**config.mk**
```make
export PLATFORM = sky130hd
export DESIGN_NAME = hics_ctrl
export DESIGN_NICKNAME = d
export VERILOG_FILES = /design/src/design/histogram_inverse_cdf_sampler_core_defines.svh /design/src/design/hics_pkg.sv /design/src/design/hics_ctrl.sv
export SDC_FILE = /design/constraint.sdc
export NUM_CORES = 1
export LEC_CHECK = 0
export ABC_CLOCK_PERIOD_IN_PS = 1900
export BUFFER_PORTS_ARGS = -buffer_cell sky130_fd_sc_hd__buf_2
export CAP_MARGIN = 30
export CORE_AREA = 2 2 39 41
export CTS_CLUSTER_DIAMETER = 80
export DETAILED_ROUTE_END_ITERATION = 7
export DIE_AREA = 0 0 41 43
export PLACE_DENSITY_LB_ADDON = 0.05
export SYNTH_ARGS = -nofsm -noshare
export SYNTH_HDL_FRONTEND = slang
export SYNTH_SLANG_ARGS = --single-unit
```
**constraint.sdc**
```tcl
create_clock -name i_clk -period 1.9 [get_ports i_clk]
set_input_delay 0.38 -clock i_clk [delete_from_list [all_inputs] [get_ports i_clk]]
set_output_delay 0.38 -clock i_clk [all_outputs]
set_load 0.1 [all_outputs]
```
**src/design/histogram_inverse_cdf_sampler_core_defines.svh**
```systemverilog
// Assertion macros for the histogram inverse-CDF sampler.
// Included by the modules that carry assertions; no other dependencies.
`ifndef HISTOGRAM_INVERSE_CDF_SAMPLER_CORE_DEFINES_SVH
`define HISTOGRAM_INVERSE_CDF_SAMPLER_CORE_DEFINES_SVH

`ifndef SYNTH
`define HICS_ASSERT_IMPLY(lbl, clk, rst_n, cond, expr) \
    lbl: assert property (@(posedge clk) disable iff (!rst_n) (cond) |-> (expr)) \
        else $error("hics: assertion failed");
`define HICS_ASSERT_NEXT(lbl, clk, rst_n, cond, expr) \
    lbl: assert property (@(posedge clk) disable iff (!rst_n) (cond) |=> (expr)) \
        else $error("hics: assertion failed");
`else
`define HICS_ASSERT_IMPLY(lbl, clk, rst_n, cond, expr)
`define HICS_ASSERT_NEXT(lbl, clk, rst_n, cond, expr)
`endif

`endif

```
**src/design/hics_pkg.sv**
```systemverilog
// Shared types and constants for the histogram inverse-CDF sampler.
// No dependencies.
package hics_pkg;

    localparam int DEF_MAX_BINS     = 1024;
    localparam int DEF_WEIGHT_BITS  = 32;
    localparam int WEIGHT_PORT_BITS = 32;
    localparam int FRAC_BITS        = 32;
    localparam int OUT_BITS         = 10;
    localparam int CFG_BITS         = 4;
    localparam int IDX_EXT_BITS     = 16;

    typedef enum logic [1:0] {
        FN_CLEAR  = 2'd0,
        FN_APPEND = 2'd1,
        FN_DRAW   = 2'd2
    } t_func;

    typedef enum logic [2:0] {
        ST_IDLE,
        ST_MUL_LO,
        ST_MUL_HI,
        ST_ADD,
        ST_RD,
        ST_CMP,
        ST_FIN
    } t_state;

    typedef struct packed {
        logic op_clear;
        logic op_append;
        logic ld_frac;
        logic mul_lo;
        logic mul_hi;
        logic add_init;
        logic rd_mid;
        logic rd_lo;
        logic cmp_step;
        logic fin;
        logic emit_err;
        logic searching;
    } t_ctl;

    typedef struct packed {
        logic empty;
        logic more;
    } t_sts;

endpackage

```
**src/design/hics_ctrl.sv**
```systemverilog
// Draw sequencer: scaling multiply steps, then binary-search read/compare steps.
// Depends on hics_pkg.
module hics_ctrl
    import hics_pkg::*;
(
    input  logic       i_clk,
    input  logic       i_rst_n,
    input  logic       i_start,
    input  logic [1:0] i_func,
    input  t_sts       i_sts,
    output t_ctl       o_ctl,
    output logic       o_busy
);

    t_state r_state;
    t_state n_state;

    always_ff @(posedge i_clk) begin
        if (!i_rst_n) begin
            r_state <= ST_IDLE;
        end else begin
            r_state <= n_state;
        end
    end

    always_comb begin
        n_state = r_state;
        case (r_state)
            ST_IDLE: begin
                if (i_start && t_func'(i_func) == FN_DRAW && !i_sts.empty) begin
                    n_state = ST_MUL_LO;
                end
            end
            ST_MUL_LO: n_state = ST_MUL_HI;
            ST_MUL_HI: n_state = ST_ADD;
            ST_ADD:    n_state = ST_RD;
            ST_RD: begin
                if (i_sts.more) begin
                    n_state = ST_CMP;
                end else begin
                    n_state = ST_FIN;
                end
            end
            ST_CMP:    n_state = ST_RD;
            ST_FIN:    n_state = ST_IDLE;
            default:   n_state = ST_IDLE;
        endcase
    end

    always_comb begin
        o_ctl  = '0;
        o_busy = 1'b1;
        case (r_state)
            ST_IDLE: begin
                o_busy = 1'b0;
                if (i_start) begin
                    case (t_func'(i_func))
                        FN_CLEAR:  o_ctl.op_clear  = 1'b1;
                        FN_APPEND: o_ctl.op_append = 1'b1;
                        FN_DRAW: begin
                            o_ctl.emit_err = i_sts.empty;
                            o_ctl.ld_frac  = !i_sts.empty;
                        end
                        default: ;
                    endcase
                end
            end
            ST_MUL_LO: o_ctl.mul_lo = 1'b1;
            ST_MUL_HI: o_ctl.mul_hi = 1'b1;
            ST_ADD:    o_ctl.add_init = 1'b1;
            ST_RD: begin
                o_ctl.searching = 1'b1;
                o_ctl.rd_mid    = i_sts.more;
                o_ctl.rd_lo     = !i_sts.more;
            end
            ST_CMP: begin
                o_ctl.searching = 1'b1;
                o_ctl.cmp_step  = 1'b1;
            end
            ST_FIN:    o_ctl.fin = 1'b1;
            default:   o_ctl = '0;
        endcase
    end

endmodule

```
Word level (Yosys, flattened, before mapping). Cells that the tools add are included.

Add/sub/neg operators: 0. $mul: 0. Div/mod/pow operators: 0. Order comparisons: 0. Equality and inequality tests: 9. Shifts and indexed selects: 0. Muxes and demuxes: 19. Bitwise operators: 0. Reductions and logical operators: 8.

Operator list (number): $pmux W3 S5 (1); $mux W1 (13); $eq A3 B3 Y1 const B (3); $mux W3 (3); $eq A3 B2 Y1 const B (2); $mux W2 (2); $reduce_or A2 Y1 (2); $eq A3 B1 Y1 const B (1); $logic_not A3 Y1 (1); $eq A2 B1 Y1 const B (1); $eq A2 B2 Y1 const B (1); $logic_and A1 B1 Y1 (2); $logic_not A1 Y1 (2); $logic_not A2 Y1 (1); $ne A2 B2 Y1 const B (1).

Bits in registers: 3. Latch bits: 0. RAM bits: 0. Bits in read-only memories: 0. Input bits: 7. Output and inout port bits: 13. Word-level logic and storage cells: 37. Memories kept: 0.

Logic depth before layout (Yosys ltp). Gate-level depths: netlist of run 1.

Word-level depth: 5. Depth in mapped cells: 4. Mapped depth without buffers: 4.

Least setup slack after synthesis of run 1. Ideal clock, no wire load.

Path type: register to output. Start point: register r_state[1]. End point: output port o_ctl[10] (netlist bit). Arrival: 2.979 ns. Data required time: 1.520 ns. Slack: -1.459 ns. Stages on the path, launching flop included: 3. Path buffers: 0. Cell sequence: dfxtp_1 or3_4 nor3_1.

RTL lines: start: declaration (RTL line hics_ctrl.sv:15) `t_state r_state;`; start signal: assignment (RTL line hics_ctrl.sv:22) `r_state <= n_state;`; end: declaration (RTL line hics_ctrl.sv:11) `output t_ctl o_ctl,`.

==> results of run 1 <==
## final timing paths
path,slack [ns],startpoint,end,cells after the start
setup / recovery,-0.23,r_state[0],o_ctl[11],5
setup reg to reg,0.55,r_state[1],r_state[0],5
hold reg to reg,0.62,r_state[0],r_state[0],2
hold / removal,0.39,i_rst_n,r_state[2],2
## final cells by class
| class | count | share of cell area (%) |
|---|---|---|
| Timing Repair Buffer | 25 | 47.9 |
| Multi-Input combinational cell | 25 | 35.0 |
| Sequential cell | 3 | 9.16 |
| Clock buffer | 4 | 3.93 |
| Tap cell | 16 | 2.99 |
| Inverter | 2 | 1.12 |
## worst max-delay path, delay by kind of cell, from the launching register on
kind,cells,cell delay (ns)
buffers and inverters,2,0.34
DFF,1,0.30
and+or+nand+nor,3,0.88
## what timing repair did
action | 4_1_cts | 5_1_grt
cloned | 0 | 0
buffers inserted | 0 | 2
setup endpoints to repair | 4 | 3
resized for setup | 1 | 1
## cells in the mapped netlist
library cell  number
dfxtp_1            3
nor4bb_1           1
clkbuf_1           1
nor3b_2            1
a221oi_1           1
nand2_1            3
o21ai_0            1
inv_2              1
nor3_1             2
nor3b_1            3
nand2b_1           1
or3_4              1
o21a_1             1
and2_1             2
nor2_1             4
nor2b_1            2
o311a_1            1
or3b_4             1
inv_1              1
## logic make-up (layout without fill, tap and decap cells)
kind of cell	after synthesis	in the layout	synth area share [%]
simple gates	21	21	56.8
compound gates	4	4	13.2
buf+inv	3	31	4.73
flops	3	3	25.3
## placed cells by master (no fill, tap or decap), drive strengths merged
| master | n |
|---|---|
| a221oi | 1 |
| and2 | 2 |
| buf | 25 |
| clkbuf | 4 |
| dfxtp | 3 |
| inv | 2 |
| nand2 | 3 |
| nand2b | 1 |
| nor2 | 4 |
| nor2b | 2 |
| nor3 | 2 |
| nor3b | 4 |
| nor4bb | 1 |
| o21a | 1 |
| o21ai | 1 |
| o311a | 1 |
| or3 | 1 |
| or3b | 1 |
## metal layers
metal / share of wire [%] / vias to the layer above / GRT usage (%) / wire (microns)
met1: 35 / 144 / 11.9 / 268
li1: - / 165 / - / -
met3: 7.4 / 0 / 3.66 / 57
met5: 0 / - / 0 / 0
met4: 0 / 0 / 6.00 / 0
met2: 57 / 13 / 16.3 / 440
## stage by stage
step | utilization (%) | cells | total power, W
after floorplan | - | 31 | 0.000150
after global placement | 44.6 | 69 | 0.000201
after detailed placement | 44.6 | 69 | 0.000203
after CTS | 46.9 | 73 | 0.000323
after global routing | 48.4 | 75 | 0.000337
final | 48.4 | 75 | 0.000319
## power groups by stage
stage                     clock, W  combinational [W]  sequential, W
after floorplan                  0          0.0000816      0.0000683
after detailed placement         0           0.000135      0.0000676
after global routing      0.000123           0.000147      0.0000667
final                     0.000111           0.000141      0.0000666
after global placement           0           0.000133      0.0000676
after CTS                 0.000119           0.000137      0.0000666
==> flow_metrics.env, run 1 <==
export IMPL_drt_wirelength_per_cell_microns=10.2
export IMPL_cp_required_ns=1.52
export IMPL_place_ws_ns=-0.00788
export IMPL_finalHoldWorstSlack_ns=0.386
export IMPL_multi_input_area_sq_um=234
export IMPL_cts_buffers=3
export IMPL_yosysTopAreaCell="dfxtp_1"
export IMPL_row_count=14
export IMPL_hp_class="input port to register"
export IMPL_slowest_delay_ns=0.41
export IMPL_cts_tree="built"
export IMPL_ff_latch_area_sq_um=61.3
export IMPL_die_area_sq_um=1760
export IMPL_fin_tns_setup_ns=-0.679
export IMPL_area_delta_synth_final_pct=182
export IMPL_post_route_period_util_pct=112
export IMPL_fin_crit_ns=2.13
export IMPL_gp_congestion=0.690
export IMPL_clkLatencyLatePin_ns=0.23
export IMPL_slew_headroom_pct=68.0
export IMPL_fin_nets=67
export IMPL_ys_top_cells_by_area="dfxtp_1 25%, nor3b_1 9.5%, nor2_1 6.3%"
export IMPL_syn_nets=38
export IMPL_h_tree_depth=1
export IMPL_cp_slowest_cell="or3b_4"
export IMPL_nFillCells=135
export IMPL_endpoint_kind="primary output"
export IMPL_reg_top3="r_state x3"
export IMPL_ios=20
export IMPL_max_vdd_ir_drop_mv=0.243
export IMPL_top_register="r_state"
export IMPL_finalClockSkew_ns=0.000369
export IMPL_overflow=0
export IMPL_die_w_microns=41
export IMPL_finalSetupViolCount=3
export IMPL_swShare_pct=37.4
export IMPL_wl_microns=766
export IMPL_clk_pin_slew_ns=0.04
export IMPL_firstDrtPassIters=2
export IMPL_maxSlewViolCount=0
export IMPL_grt_start_max_net_pins=11
export IMPL_max_freq_mhz=470
export IMPL_path_class="register to primary output"
export IMPL_drc=0
export IMPL_pwr_share_seq_pct=20.9
export IMPL_syn_area_per_cell_sq_um=7.67
export IMPL_drt_iter0_drc=2
export IMPL_antenna_cells=0
export IMPL_cts_path_max_buffers=2
export IMPL_synth_top_area_share_pct=25.3
export IMPL_largest_register_ffs=3
export IMPL_yosysWarningCount=0
export IMPL_netlist_area_sq_um=238
export IMPL_hold_viol=0
export IMPL_setup_ws_ns=-0.229
export IMPL_arrival_ns=1.75
export IMPL_rsz0062_at_grt="true"
export IMPL_status="finished with violations"
export IMPL_postCtsHoldBufs=0
export IMPL_pwr_share_clk_pct=34.8
export IMPL_drive_gt1_share_pct=71.2
export IMPL_cts_sinks=3
export IMPL_seq_area_frac_synth_pct=25.3
export IMPL_via_per_inst=4.29
export IMPL_final_cell_area_sq_um=669
export IMPL_crit_path_max_fanout=3
export IMPL_core_sq_um=1380
export IMPL_antenna_found_initial=0
export IMPL_grt_pass1_vias=303
export IMPL_die_y_microns=43
export IMPL_worst_pin_slew_ns=0.483
export IMPL_worstPathCellList="or3_4 > or3b_4 > buf_4 > nor2_4 > buf_12"
export IMPL_dp_hpwl_microns=647
export IMPL_grt_first_pass_wirelength_microns=1270
export IMPL_postRouteAntennaNets=0
export IMPL_intPower_w=0.000200
export IMPL_cts_root_buf="clkbuf_4"
export IMPL_p_per_area_nw_per_um2=477
export IMPL_synth_seq_cells=3
export IMPL_synth_cell_types=19
export IMPL_netlist_instances=31
export IMPL_cp_start_kind="register"
export IMPL_power_net_switching_w=0.000119
export IMPL_p_comb_share_pct=44.3
export IMPL_port_buffers=19
export IMPL_violations="setup timing"
export IMPL_grt_usage_pct=10.5
export IMPL_placed_area_sq_um=617
export IMPL_drv_cap=0
export IMPL_power_leakage_nw=0.280
export IMPL_vias=322
export IMPL_initial_utilization_pct=17.2
(Power assumes the default switching activity.)
==> run 2: changes to the inputs <==
--- a/config.mk
+++ b/config.mk
@@ -5,7 +5,7 @@
 export SDC_FILE = /design/constraint.sdc
 export NUM_CORES = 1
 export LEC_CHECK = 0
-export ABC_CLOCK_PERIOD_IN_PS = 1900
+export ABC_CLOCK_PERIOD_IN_PS = 1800
 export BUFFER_PORTS_ARGS = -buffer_cell sky130_fd_sc_hd__buf_2
 export CAP_MARGIN = 30
 export CORE_AREA = 2 2 39 41
==> constraint.sdc (replaced) <==
create_clock -name i_clk -period 1.8 [get_ports i_clk]
set_input_delay 0.36 -clock i_clk [delete_from_list [all_inputs] [get_ports i_clk]]
set_output_delay 0.36 -clock i_clk [all_outputs]
set_load 0.1 [all_outputs]
==> flow_metrics.env, run 2 (synthesis results as in run 1) <==
export IMPL_r2r_slack_ns=0.58
export IMPL_initial_utilization_pct=17.2
export IMPL_top_register="r_state"
export IMPL_crit_path_max_fanout=2
export IMPL_die_area_sq_um=1760
export IMPL_rsz0062_at_grt="true"
export IMPL_min_from="i_rst_n"
export IMPL_die_w_microns=41
export IMPL_mostFrequentLayoutCell="buf_12"
export IMPL_grt_pass1_vias=298
export IMPL_gp_congestion=0.660
export IMPL_hold_path_end="r_state[2]"
export IMPL_path_class="register to primary output"
export IMPL_reg2reg_depth=5
export IMPL_postCtsHoldBufs=0
export IMPL_hp_class="input port to register"
export IMPL_met3_length_microns=59
export IMPL_overflow=0
export IMPL_area_delta_synth_final_pct=193
export IMPL_worst_pin_slew_ns=0.483
export IMPL_dp_hpwl_microns=590
export IMPL_clkLatencyLatePin_ns=0.23
export IMPL_cts_root_buf="clkbuf_4"
export IMPL_row_count=14
export IMPL_p_comb_share_pct=45.9
export IMPL_vias=333
export IMPL_postRouteAntennaNets=0
export IMPL_finalSetupViolCount=5
export IMPL_port_buffers=19
export IMPL_slew_headroom_pct=68.0
export IMPL_setup_ws_ns=-0.306
export IMPL_h_tree_depth=1
export IMPL_violations="setup timing"
export IMPL_top_layer="met3"
export IMPL_pwr_share_clk_pct=33.8
export IMPL_wl_microns=734
export IMPL_grt_first_pass_wirelength_microns=1190
export IMPL_fin_nets=68
export IMPL_max_vdd_ir_drop_mv=0.354
export IMPL_pwr_share_seq_pct=20.3
export IMPL_met2_length_microns=385
export IMPL_via_per_inst=4.38
export IMPL_die_y_microns=43
export IMPL_fin_tns_setup_ns=-1.02
export IMPL_finalClockSkew_ns=0.000514
export IMPL_power_leakage_nw=0.293
export IMPL_drt_iter0_drc=0
export IMPL_ios=20
export IMPL_cts_sinks=3
export IMPL_layout_common_cells="13 x buf_12, 7 x buf_2, 5 x buf_4"
export IMPL_whs_path_depth=2
export IMPL_timing_rr_start="r_state[1]"
export IMPL_swShare_pct=36.8
export IMPL_arrival_ns=1.75
export IMPL_finalHoldWorstSlack_ns=0.367
export IMPL_drt_wirelength_per_cell_microns=9.66
export IMPL_cp_start_kind="register"
export IMPL_wl_met1_microns=288
export IMPL_endpoint_kind="primary output"
export IMPL_clk_pin_slew_ns=0.04
export IMPL_cts_buffers=3
export IMPL_regToRegEndpoint="r_state[0]"
export IMPL_max_freq_mhz=475
export IMPL_drc=0
export IMPL_cts_path_max_buffers=2
export IMPL_intPower_w=0.000219
export IMPL_grt_start_max_net_pins=11
export IMPL_power_net_switching_w=0.000127
export IMPL_hold_viol=0
export IMPL_maxSlewViolCount=0
export IMPL_antenna_found_initial=0
export IMPL_core_sq_um=1380
export IMPL_reg_top3="r_state x3"
export IMPL_largest_register_ffs=3
export IMPL_cts_tree="built"
export IMPL_firstDrtPassIters=1
export IMPL_cp_required_ns=1.44
export IMPL_drive_gt1_share_pct=73.3
export IMPL_antenna_cells=0
export IMPL_place_ws_ns=-0.0825
export IMPL_grt_usage_pct=9.63
export IMPL_drv_cap=0
export IMPL_status="finished with violations"
export IMPL_post_route_util_pct=50.3
export IMPL_fin_crit_ns=2.11
export IMPL_p_per_area_nw_per_um2=497
export IMPL_post_route_period_util_pct=117
[run 2: cell count changes in the layout (fill, tap and decap cells not counted), sizes merged]
cell and change:
buf +1
[run 2: worst max-delay path by stage]
stage                from        to
2_1_floorplan  r_state[1]  o_ctl[9]
3_3_place_gp   r_state[0]  o_ctl[9]
3_5_place_dp   r_state[0]  o_ctl[9]
4_1_cts        r_state[0]  o_ctl[9]
5_1_grt        r_state[0]  o_ctl[9]
6_report       r_state[0]  o_ctl[9]
[run 2: cell type report]
class                   instances  area (sq um)
clock buffers                   4          26.3
flip-flops and latches          3          61.3
repair buffers                 26           344
inverters                       2          7.51
multi-input cells              25           236
fillers                       131           688
well taps                      16          20.0
[run 2: power by group through the flow]
stage | Sequential [W] | Clock, W | Combinational [W]
after floorplan | 0.0000721 | 0 | 0.0000861
after global placement | 0.0000713 | 0 | 0.000140
after detailed placement | 0.0000714 | 0 | 0.000141
after CTS | 0.0000704 | 0.000124 | 0.000152
after global routing | 0.0000705 | 0.000128 | 0.000165
final | 0.0000704 | 0.000117 | 0.000159
[run 2: through the flow]
step                power (W)  instances  area [sq um]
finish               0.000346         76           696
global route         0.000364         76           696
CTS                  0.000346         74           674
detailed placement   0.000213         69           617
global placement     0.000212         69           617
floorplan            0.000158         31           295
[run 2: critical path, cell delays in order (launching register included)]
cell     delay [ns]
dfxtp_1        0.30
or3_4          0.38
or3b_4         0.42
nor3b_4        0.22
buf_12         0.20
[run 2: layer usage]
| layer | track usage (%) | vias to the layer above |
|---|---|---|
| li1 | - | 170 |
| met1 | 11.9 | 150 |
| met2 | 14.4 | 13 |
| met3 | 3.66 | 0 |
| met4 | 4.00 | 0 |
| met5 | 0 | - |
[run 2: what timing repair did]
item / 4_1_cts / 5_1_grt
pin swaps: 1 / 1
gates cloned: 0 / 0
setup endpoints to repair: 4 / 6
setup buffers: 1 / 2
resized for setup: 2 / 2
